**src/sv/led_pkg.sv**
```systemverilog
`default_nettype none
package led_pkg;

  localparam int DEFAULT_DEPTH = 32;
  localparam logic [5:0] CAPACITY_RESET = 6'd32;

  localparam logic [1:0] OP_CHAR  = 2'd0;
  localparam logic [1:0] OP_ERASE = 2'd1;
  localparam logic [1:0] OP_EOL   = 2'd2;

  localparam logic [1:0] KIND_ECHO = 2'd0;
  localparam logic [1:0] KIND_LINE = 2'd1;
  localparam logic [1:0] KIND_END  = 2'd2;

  localparam logic [7:0] CHAR_DEL   = 8'h7F;
  localparam logic [7:0] CHAR_BS    = 8'h08;
  localparam logic [7:0] CHAR_CR    = 8'h0D;
  localparam logic [7:0] CHAR_LF    = 8'h0A;
  localparam logic [7:0] CHAR_SPACE = 8'h20;

  typedef struct packed {
    logic [1:0] op;
    logic [7:0] data;
  } led_cmd_t;

endpackage
`default_nettype wire

```
**src/sv/line_editor_with_echo_core.sv**
```systemverilog
`default_nettype none
// Channel   Handshake               Word
// rx        in_valid / in_ready     rx_byte
// result    out_valid / out_ready   item_kind, data_byte, line_length, last_of_run
// config    cfg_valid / cfg_ready   cfg_data (line capacity)
//
// The first result of a byte is registered after the byte leaves the queue for the back end.
// The back end then emits one echo word for a stored character, backspace, space and
// backspace for an erase, and CR, LF, the line bytes and an end word for a line end,
// where each line byte waits for the registered read of the line buffer.
// Reset empties the line and the command queue and sets the capacity to 32;
// the line buffer itself is not cleared. Up to two bytes wait in the queue while
// the back end is busy or the result register is stalled.
module line_editor_with_echo_core #(
  parameter int BUFFER_DEPTH = led_pkg::DEFAULT_DEPTH
) (
  input  wire logic       clk,
  input  wire logic       rst,
  input  wire logic       in_valid,
  output logic            in_ready,
  input  wire logic [7:0] rx_byte,
  output logic            out_valid,
  input  wire logic       out_ready,
  output logic [1:0]      item_kind,
  output logic [7:0]      data_byte,
  output logic [4:0]      line_length,
  output logic            last_of_run,
  input  wire logic       cfg_valid,
  output logic            cfg_ready,
  input  wire logic [5:0] cfg_data
);
  import led_pkg::*;

  logic       line_capacity_q;
  logic [5:0] line_capacity;
  led_cmd_t   push_cmd;
  led_cmd_t   head;
  logic       push;
  logic       space;
  logic       avail;
  logic       pop;

  assign cfg_ready = 1'b1;
  assign line_capacity_q = cfg_valid && cfg_ready;

  always_ff @(posedge clk) begin
    if (rst) begin
      line_capacity <= CAPACITY_RESET;
    end else if (line_capacity_q) begin
      line_capacity <= cfg_data;
    end
  end

  led_front u_front (
    .in_valid    (in_valid),
    .in_ready    (in_ready),
    .rx_byte     (rx_byte),
    .queue_space (space),
    .push        (push),
    .cmd         (push_cmd)
  );

  led_queue u_queue (
    .clk      (clk),
    .rst      (rst),
    .push     (push),
    .push_cmd (push_cmd),
    .space    (space),
    .pop      (pop),
    .avail    (avail),
    .head     (head)
  );

  led_back #(
    .BUFFER_DEPTH (BUFFER_DEPTH)
  ) u_back (
    .clk           (clk),
    .rst           (rst),
    .cmd_avail     (avail),
    .cmd           (head),
    .cmd_pop       (pop),
    .line_capacity (line_capacity),
    .out_valid     (out_valid),
    .out_ready     (out_ready),
    .item_kind     (item_kind),
    .data_byte     (data_byte),
    .line_length   (line_length),
    .last_of_run   (last_of_run)
  );

endmodule
`default_nettype wire

```
**src/sv/led_front.sv**
```systemverilog
`default_nettype none
module led_front (
  input  wire logic              in_valid,
  output logic                   in_ready,
  input  wire logic [7:0]        rx_byte,
  input  wire logic              queue_space,
  output logic                   push,
  output led_pkg::led_cmd_t      cmd
);
  import led_pkg::*;

  assign in_ready = queue_space;
  assign push     = in_valid && queue_space;

  always_comb begin
    cmd.data = rx_byte;
    unique case (rx_byte)
      CHAR_DEL, CHAR_BS: cmd.op = OP_ERASE;
      CHAR_CR, CHAR_LF:  cmd.op = OP_EOL;
      default:           cmd.op = OP_CHAR;
    endcase
  end

endmodule
`default_nettype wire

```
**src/sv/led_queue.sv**
```systemverilog
`default_nettype none
module led_queue (
  input  wire logic              clk,
  input  wire logic              rst,
  input  wire logic              push,
  input  wire led_pkg::led_cmd_t push_cmd,
  output logic                   space,
  input  wire logic              pop,
  output logic                   avail,
  output led_pkg::led_cmd_t      head
);
  import led_pkg::*;

  led_cmd_t   slots [2];
  logic       wr_ptr;
  logic       rd_ptr;
  logic [1:0] fill;

  assign space = (fill != 2'd2);
  assign avail = (fill != 2'd0);
  assign head  = slots[rd_ptr];

  always_ff @(posedge clk) begin
    if (push) begin
      slots[wr_ptr] <= push_cmd;
    end
  end

  always_ff @(posedge clk) begin
    if (rst) begin
      wr_ptr <= 1'b0;
      rd_ptr <= 1'b0;
      fill   <= 2'd0;
    end else begin
      if (push) begin
        wr_ptr <= ~wr_ptr;
      end
      if (pop) begin
        rd_ptr <= ~rd_ptr;
      end
      case ({push, pop})
        2'b10:   fill <= fill + 2'd1;
        2'b01:   fill <= fill - 2'd1;
        default: fill <= fill;
      endcase
    end
  end

endmodule
`default_nettype wire

```
**src/sv/led_back.sv**
```systemverilog
`default_nettype none
module led_back #(
  parameter int BUFFER_DEPTH = led_pkg::DEFAULT_DEPTH
) (
  input  wire logic              clk,
  input  wire logic              rst,
  input  wire logic              cmd_avail,
  input  wire led_pkg::led_cmd_t cmd,
  output logic                   cmd_pop,
  input  wire logic [5:0]        line_capacity,
  output logic                   out_valid,
  input  wire logic              out_ready,
  output logic [1:0]             item_kind,
  output logic [7:0]             data_byte,
  output logic [4:0]             line_length,
  output logic                   last_of_run
);
  import led_pkg::*;

  localparam int CW = $clog2(BUFFER_DEPTH);

  localparam logic [2:0] S_IDLE  = 3'd0;
  localparam logic [2:0] S_SPACE = 3'd1;
  localparam logic [2:0] S_BS    = 3'd2;
  localparam logic [2:0] S_LF    = 3'd3;
  localparam logic [2:0] S_LINE  = 3'd4;
  localparam logic [2:0] S_END   = 3'd5;

  logic [7:0]    line_store [BUFFER_DEPTH];
  logic [7:0]    rd_data;
  logic [CW-1:0] char_count;
  logic [CW-1:0] idx;
  logic [CW-1:0] len;
  logic          rd_ok;
  logic [2:0]    state;
  logic [6:0]    cap;
  logic [6:0]    max_chars;
  logic          out_free;
  logic          wr_en;
  logic          emit;

  always_comb begin
    cap = {1'b0, line_capacity};
    if (cap > 7'(BUFFER_DEPTH)) begin
      cap = 7'(BUFFER_DEPTH);
    end
    if (cap == 7'd0) begin
      cap = 7'd1;
    end
    max_chars = cap - 7'd1;
  end

  assign out_free = !out_valid || out_ready;
  assign cmd_pop  = (state == S_IDLE) && cmd_avail && out_free;
  assign wr_en    = cmd_pop && (cmd.op == OP_CHAR) && (7'(char_count) < max_chars);

  // A new word enters the result register in this cycle.
  assign emit = (cmd_pop && ((cmd.op == OP_ERASE) ? (char_count != '0) :
                             (cmd.op == OP_EOL) ? 1'b1 : wr_en)) ||
                (out_free && ((state == S_SPACE) || (state == S_BS) || (state == S_LF) ||
                              (state == S_END) || ((state == S_LINE) && rd_ok)));

  always_ff @(posedge clk) begin
    if (wr_en) begin
      line_store[char_count] <= cmd.data;
    end
    rd_data <= line_store[idx];
  end

  always_ff @(posedge clk) begin
    if (rst) begin
      state      <= S_IDLE;
      char_count <= '0;
      out_valid  <= 1'b0;
      rd_ok      <= 1'b0;
      idx        <= '0;
      len        <= '0;
    end else begin
      out_valid <= emit || (out_valid && !out_ready);
      unique case (state)
        S_IDLE: begin
          if (cmd_pop) begin
            unique case (cmd.op)
              OP_ERASE: begin
                if (char_count != '0) begin
                  char_count  <= char_count - CW'(1);
                  item_kind   <= KIND_ECHO;
                  data_byte   <= CHAR_BS;
                  line_length <= 5'd0;
                  last_of_run <= 1'b0;
                  state       <= S_SPACE;
                end
              end
              OP_EOL: begin
                item_kind   <= KIND_ECHO;
                data_byte   <= CHAR_CR;
                line_length <= 5'd0;
                last_of_run <= 1'b0;
                idx         <= '0;
                rd_ok       <= 1'b0;
                state       <= S_LF;
              end
              default: begin
                if (wr_en) begin
                  char_count  <= char_count + CW'(1);
                  item_kind   <= KIND_ECHO;
                  data_byte   <= cmd.data;
                  line_length <= 5'd0;
                  last_of_run <= 1'b1;
                end
              end
            endcase
          end
        end
        S_SPACE: begin
          if (out_free) begin
            data_byte   <= CHAR_SPACE;
            last_of_run <= 1'b0;
            state       <= S_BS;
          end
        end
        S_BS: begin
          if (out_free) begin
            data_byte   <= CHAR_BS;
            last_of_run <= 1'b1;
            state       <= S_IDLE;
          end
        end
        S_LF: begin
          rd_ok <= 1'b1;
          if (out_free) begin
            item_kind   <= KIND_ECHO;
            data_byte   <= CHAR_LF;
            last_of_run <= 1'b0;
            len         <= char_count;
            char_count  <= '0;
            state       <= (char_count == '0) ? S_END : S_LINE;
          end
        end
        S_LINE: begin
          if (out_free && rd_ok) begin
            item_kind   <= KIND_LINE;
            data_byte   <= rd_data;
            line_length <= 5'd0;
            last_of_run <= 1'b0;
            rd_ok       <= 1'b0;
            if (7'(idx) + 7'd1 == 7'(len)) begin
              state <= S_END;
            end else begin
              idx <= idx + CW'(1);
            end
          end else begin
            rd_ok <= 1'b1;
          end
        end
        S_END: begin
          if (out_free) begin
            item_kind   <= KIND_END;
            data_byte   <= 8'd0;
            line_length <= 5'(len);
            last_of_run <= 1'b1;
            state       <= S_IDLE;
          end
        end
        default: begin
          state <= S_IDLE;
        end
      endcase
    end
  end

endmodule
`default_nettype wire
```
**config.mk**
```make
export PLATFORM = sky130hd
export DESIGN_NAME = line_editor_with_echo_core
export DESIGN_NICKNAME = d
export VERILOG_FILES = /design/src/sv/led_pkg.sv /design/src/sv/line_editor_with_echo_core.sv /design/src/sv/led_front.sv /design/src/sv/led_queue.sv /design/src/sv/led_back.sv
export SDC_FILE = /design/constraint.sdc
export NUM_CORES = 1
export LEC_CHECK = 0
export ABC_CLOCK_PERIOD_IN_PS = 3890
export BUFFER_PORTS_ARGS = -buffer_cell sky130_fd_sc_hd__buf_2
export CAP_MARGIN = 20
export CORE_MARGIN = 8
export CORE_UTILIZATION = 45
export DETAILED_ROUTE_END_ITERATION = 8
export GPL_TIMING_DRIVEN = 0
export PLACE_DENSITY = 0.71
export SLEW_MARGIN = 10
export SYNTH_ARGS = -nofsm -noshare
export SYNTH_HDL_FRONTEND = slang
export SYNTH_HIERARCHICAL = 1
export SYNTH_SLANG_ARGS = --single-unit
export TNS_END_PERCENT = 50
```
**constraint.sdc**
```tcl
create_clock -name clk -period 3.89 [get_ports clk]
set_input_delay 0.5835 -clock clk [delete_from_list [all_inputs] [get_ports clk]]
set_output_delay 0.5835 -clock clk [all_outputs]
set_load 0.005 [all_outputs]
```
== Word-level counts from Yosys, hierarchy flattened ==
Memory sizes are Yosys's and may differ from the RTL's. A register that Yosys moved wholly into a read port is not among the register bits.
Index checks and enable logic that the tools add are counted.

* Flip-flop bits (word level): 46
* Memory bits (writable): 276
* Input bits: 19
* Output and inout port bits: 19
* Memories: 2

* $add $sub $neg: 7
* $lt $le $gt $ge: 2
* Equality and inequality tests: 31
* Mux-type cells: 70
* Bitwise logic cells: 3
* Reductions and logical operators: 46

{| class="wikitable"
|+ Memory list
! memory !! words !! bits a word !! rd ports !! clocked after memory_dff !! wr ports !! RTL line !! text
|-
| u_back.line_store || 32 || 8 || 1 || 1 || 1 || led_back.sv:29 || <nowiki>logic [7:0] line_store [BUFFER_DEPTH];</nowiki>
|-
| u_queue.slots || 2 || 10 || 1 || 1 || 1 || led_queue.sv:14 || <nowiki>led_cmd_t slots [2];</nowiki>
|}

{| class="wikitable"
|+ Operators with widths
! kind !! count
|-
| 2-to-1 mux 5 bit || 13
|-
| 2-to-1 mux 8 bit || 8
|-
| case mux 8 bit (6 select lines) || 1
|-
| case mux 5 bit (2 select lines) || 4
|-
| equality test 8 x 4 -> 1 bit, second input constant || 3
|-
| AND reduction 8 bit || 3
|-
| 2-to-1 mux 3 bit || 7
|-
| 2-to-1 mux 1 bit || 18
|-
| case mux 8 bit (2 select lines) || 1
|-
| case mux 3 bit (5 select lines) || 1
|-
| case mux 5 bit (3 select lines) || 1
|-
| != test 2 x 1 -> 1 bit, second input constant || 7
|-
| 2-to-1 mux 2 bit || 6
|-
| 2-to-1 mux 6 bit || 2
|-
| != test 2 bit, second input constant || 6
|-
| case mux 2 bit (2 select lines) || 3
|-
| adder 5 x 1 -> 5 bit, second input constant || 2
|-
| logical AND 1 bit || 10
|-
| AND reduction 10 bit || 1
|-
| equality test 8 x 7 -> 1 bit, second input constant || 1
|-
| case mux 2 bit (4 select lines) || 1
|-
| nonzero test 2 bit || 4
|-
| nonzero test 4 bit || 2
|-
| OR reduction 2 bit || 4
|-
| 35 further kinds || 50
|}

== Depth between registers and ports, before layout ==
* Depth after elaboration: 12
* Mapped depth: 13
* Mapped depth without buffers: 13

== Hierarchy ==
The synthesis kept the hierarchy.

{| class="wikitable"
|+ By module, submodules not included
! module !! instances !! cells each !! area each (um2)
|-
| led_back || 1 || 683 || 12383.1
|-
| led_queue || 1 || 53 || 923.4
|-
| line_editor_with_echo_core || 1 || 21 || 229.0
|-
| led_front || 1 || 20 || 152.6
|}

== Worst setup path after synthesis ==
No wires, ideal clock.

* Path type: register -> register
* Start point: register line_capacity[3]
* End point: memory u_back.line_store[16][0] (enable)
* Setup time: 370 ps
* Arrival: 2964 ps
* Data required time: 3520 ps
* Slack: 556 ps
* Stages on the path, launching flop included: 13
* Path buffers: 0
* Path through: dfxtp_1 -> nor4_1 -> o21ai_0 -> ha_1 -> a32o_1 -> a21oi_1 -> ha_1 -> a21oi_1 -> a32o_1 -> o311ai_2 -> nor3_2 -> nand3b_1 -> nor2_1

* Cells in the longest elaborated chain, start to end: 9

{| class="wikitable"
|+ RTL lines
! what !! RTL line !! text
|-
| from (decl) || line_editor_with_echo_core.sv:35 || <nowiki>logic [5:0] line_capacity;</nowiki>
|-
| from (signal assigned) || line_editor_with_echo_core.sv:50 || <nowiki>line_capacity <= cfg_data;</nowiki>
|-
| > comparator 6 bit || led_back.sv:44 || <nowiki>if (cap > 7'(BUFFER_DEPTH)) begin</nowiki>
|-
| 2-to-1 mux 6 bit * || led_back.sv:44 ||
|-
| logical NOT 7 bit || led_back.sv:47 || <nowiki>if (cap == 7'd0) begin</nowiki>
|-
| 2-to-1 mux 6 bit * || led_back.sv:47 ||
|-
| subtractor 6 x 1 -> 7 bit * || led_back.sv:50 || <nowiki>max_chars = cap - 7'd1;</nowiki>
|-
| less-than comparator 5 x 7 -> 1 bit * || led_back.sv:55 || <nowiki>assign wr_en = cmd_pop && (cmd.op == OP_CHAR) && (7'(char_count) < max_chars);</nowiki>
|-
| logical AND 1 bit * || led_back.sv:55 ||
|-
| 2-to-1 mux 1 bit * || led_back.sv:64 || <nowiki>if (wr_en) begin</nowiki>
|-
| 2-to-1 mux 1 bit (implied by the code) * || led_back.sv:65 || <nowiki>line_store[char_count] <= cmd.data;</nowiki>
|-
| to (decl) || led_back.sv:29 ||
|}

Every way passes the cells marked *; elsewhere a longest branch is shown, timed or not.

== Worst setup path in the final report ==
* Start point: register line_capacity[3]
* End point: memory u_back.line_store[11][4] (enable)

The elaborated chain is that of the path after synthesis.

==> reports/qor.csv <==
metric,value,unit
drv_cap,0,
cts-htree-levels,2,
ys_types,66,
mappedNetlistArea,13700,um2
drc,0,
die_h,190,um
path_buf_inv,2,
fin_crit_sh,93.5,%
power.leakage,5.02,nW
synth_enable_flop_cells,292,
crit_type,register to register,
cts.sink_count,331,
yosysWarnings,6,
routed-via-count,7301,
slew_headroom,42.3,%
die_area,36300,um2
dr.pass1.iters,5,
grt_pass1_vias,7178,
drt_wl_total,28.0,mm
slowest_stage,dfxtp_2,
fin_cells,1277,
worstPathRequired,4070,ps
worstHoldPathType,input port to register,
ctsHoldBuffers,0,
core-area,30300,um2
grt_overflow,0,
ios,38,
skew,11.1,ps
setup_ws,251,ps
wl_per_cell,21.9,um
grt_pass1_wl,42.6,mm
finalCriticalPeriod,3640,ps
syn_nets,810,
pre_cts_ws,-447,ps
cts_tree,built,
worst_slew_pin_slew,862,ps
finalSetupViolCount,0,
cp_top_family,compound AO/OA/AOI/OAI gates,
drt_iter0_drc,661,
cp-start-kind,register,
hold_slack,291,ps
rows,64,
grt_max_degree,34,
cp-end-kind,register,
status,finished clean,
avgSynthCellArea,17.6,um2
port_buffers,35,
crit_chain,nor4_4 > o21ai_0 > ha_2 > nand2_1 > a32o_1 > a21oi_1 > ha_1 > a21oi_1 > a32o_1 > o311ai_2 > nor3_4 > nand3b_1 > buf_4 > buf_4 > nor2_4,
synth_cells,777,
antenna_found_initial,0,
synthArstFlopShare,0,%
die_x,190,um
total_power,9.12,mW
maxSlewViolCount,0,
slowest_delay,390,ps
area_growth,15.4,%
hold_violations,0,
antenna_left,0,
diodes,0,
power.density,577,nW/um2
cts_root_buffer,clkbuf_16,
vias_per_cell,5.72,
grt_use_total,15.3,%
clock_path_buffers,3,
finalNetCount,889,
ir_drop,0.262,mV
start_util,45.2,%
rsz0062_at_grt,false,
synth_ff_type,edfxtp_1,
ys_ff_latch,331,
gp_congestion,0.902,
post-place-cells,1208,
r2r_slack,250,ps
fmax,0.275,GHz
drive_above_1_share,30.2,%
hpwl,18.6,mm
arrival,3820,ps
clk_pin_slew,60,ps
worstPathMaxFanout,8,
ys_seq_area_share,69.8,%
clkLatencyLatePin,510,ps
cts_inserted_buffers,35,
-- routing by layer --
layer | up-vias | part of all wire [%] | wire [um] | global-route usage, %
li1 | 3250 | - | - | -
met1 | 3741 | 43 | 12000 | 20.8
met2 | 279 | 48 | 13600 | 25.1
met5 | - | 0 | 0 | 0
met4 | 0 | 1.3 | 367 | 3.19
met3 | 31 | 7.4 | 2060 | 3.26
-- per-stage QoR --
step	area, um2	TNS, ps	utilization (%)
final	15800	0	52.2
after floorplan	13700	0	-
after global placement	14400	-76340	47.4
after detailed placement	14400	-88000	47.4
after CTS	15600	-39890	51.4
after global routing	15800	0	52.2
-- sequential cells by signal, indices dropped and copies added, names as in the netlist, named ones only --
signal	flops
u_back/rd_ok	1
u_back/out_valid	1
u_back/last_of_run	1
u_queue/wr_ptr	1
u_back/data_byte	8
u_back/idx	5
u_back/line_length	5
u_back/rd_data	8
u_back/state	3
u_queue/fill	2
u_back/line_store	256
u_back/char_count	5
u_queue/slots	20
u_back/len	5
line_capacity	6
u_queue/rd_ptr	1
u_back/item_kind	2
-- cell type report --
type	instances	area [um2]
Clock buffer	47	972
Sequential cell	331	9560
Clock inverter	15	140
Fill cell	2396	14500
Buffer	48	265
Timing Repair Buffer	42	253
Inverter	8	30.0
Tap cell	396	495
Multi-Input combinational cell	390	4090
-- placed cells by master, fill, tap and decap left out, types with 7 or more instances in the layout --
master and instances:
buf_2 40, nand2_1 31, nor2_1 37, dfxtp_1 34
mux4_2 80, mux2_2 18, nand3b_1 9, and2_1 7
nor2_4 25, xnor2_1 9, edfxtp_1 292, ha_1 12
mux2i_1 10, clkbuf_16 36, clkbuf_1 29, nor2_2 7
o21ai_0 9, buf_4 16, a21oi_1 28, nor3_1 8
-- final timing paths --
kind                         endpoint        startpoint  depth (start not counted)
max          u_back/line_store[11][4]  line_capacity[3]                         15
min                  line_capacity[5]       cfg_data[5]                          2
max reg2reg  u_back/line_store[11][4]  line_capacity[3]                         15
min reg2reg             u_back/len[1]     u_back/len[1]                          2
-- logic make-up (layout without fill, tap and decap cells) --
logic type / count (synthesis) / in the layout / synth area share [%]
AOI/OAI and AO/OA: 79 / 79 / 4.14
DFF: 331 / 331 / 69.8
other: 1 / 1 / 0.0274
muxes: 108 / 108 / 15.4
buffers and inverters: 56 / 160 / 2.16
adders and majority gates: 14 / 14 / 1.33
xor gates and xnor gates: 15 / 15 / 0.960
and+or+nand+nor: 173 / 173 / 6.24
-- repair_timing --
item                                    4_1_cts  5_1_grt
gates cloned                                  0        0
endpoints found under the setup margin      264      269
endpoints found under the hold margin         0        0
pin swaps                                     0        5
resized for setup                            22       48
buffers inserted                              3        4
-- where the power goes --
part / leakage, nW / internal, mW / total (mW) / switching [mW]
Sequential: 2.96 / 4.30 / 4.37 / 0.0753
Clock: 0.548 / 1.90 / 3.19 / 1.30
Combinational: 1.51 / 0.502 / 1.56 / 1.06
-- Yosys cell counts, types with 8 or more instances --
master | count | area [um2]
buf_4 | 11 | 82.6
mux2i_1 | 10 | 100
nand3b_1 | 9 | 67.6
xnor2_1 | 9 | 78.8
nor3_1 | 8 | 40.0
dfxtp_1 | 39 | 781
ha_1 | 13 | 163
mux4_2 | 80 | 1800
mux2_2 | 18 | 203
o21ai_0 | 9 | 45.0
a21oi_1 | 29 | 145
clkbuf_1 | 21 | 78.8
nand2_1 | 32 | 120
nor2_1 | 69 | 259
edfxtp_1 | 292 | 8770
Note: power is estimated with default switching activity, not from simulation.
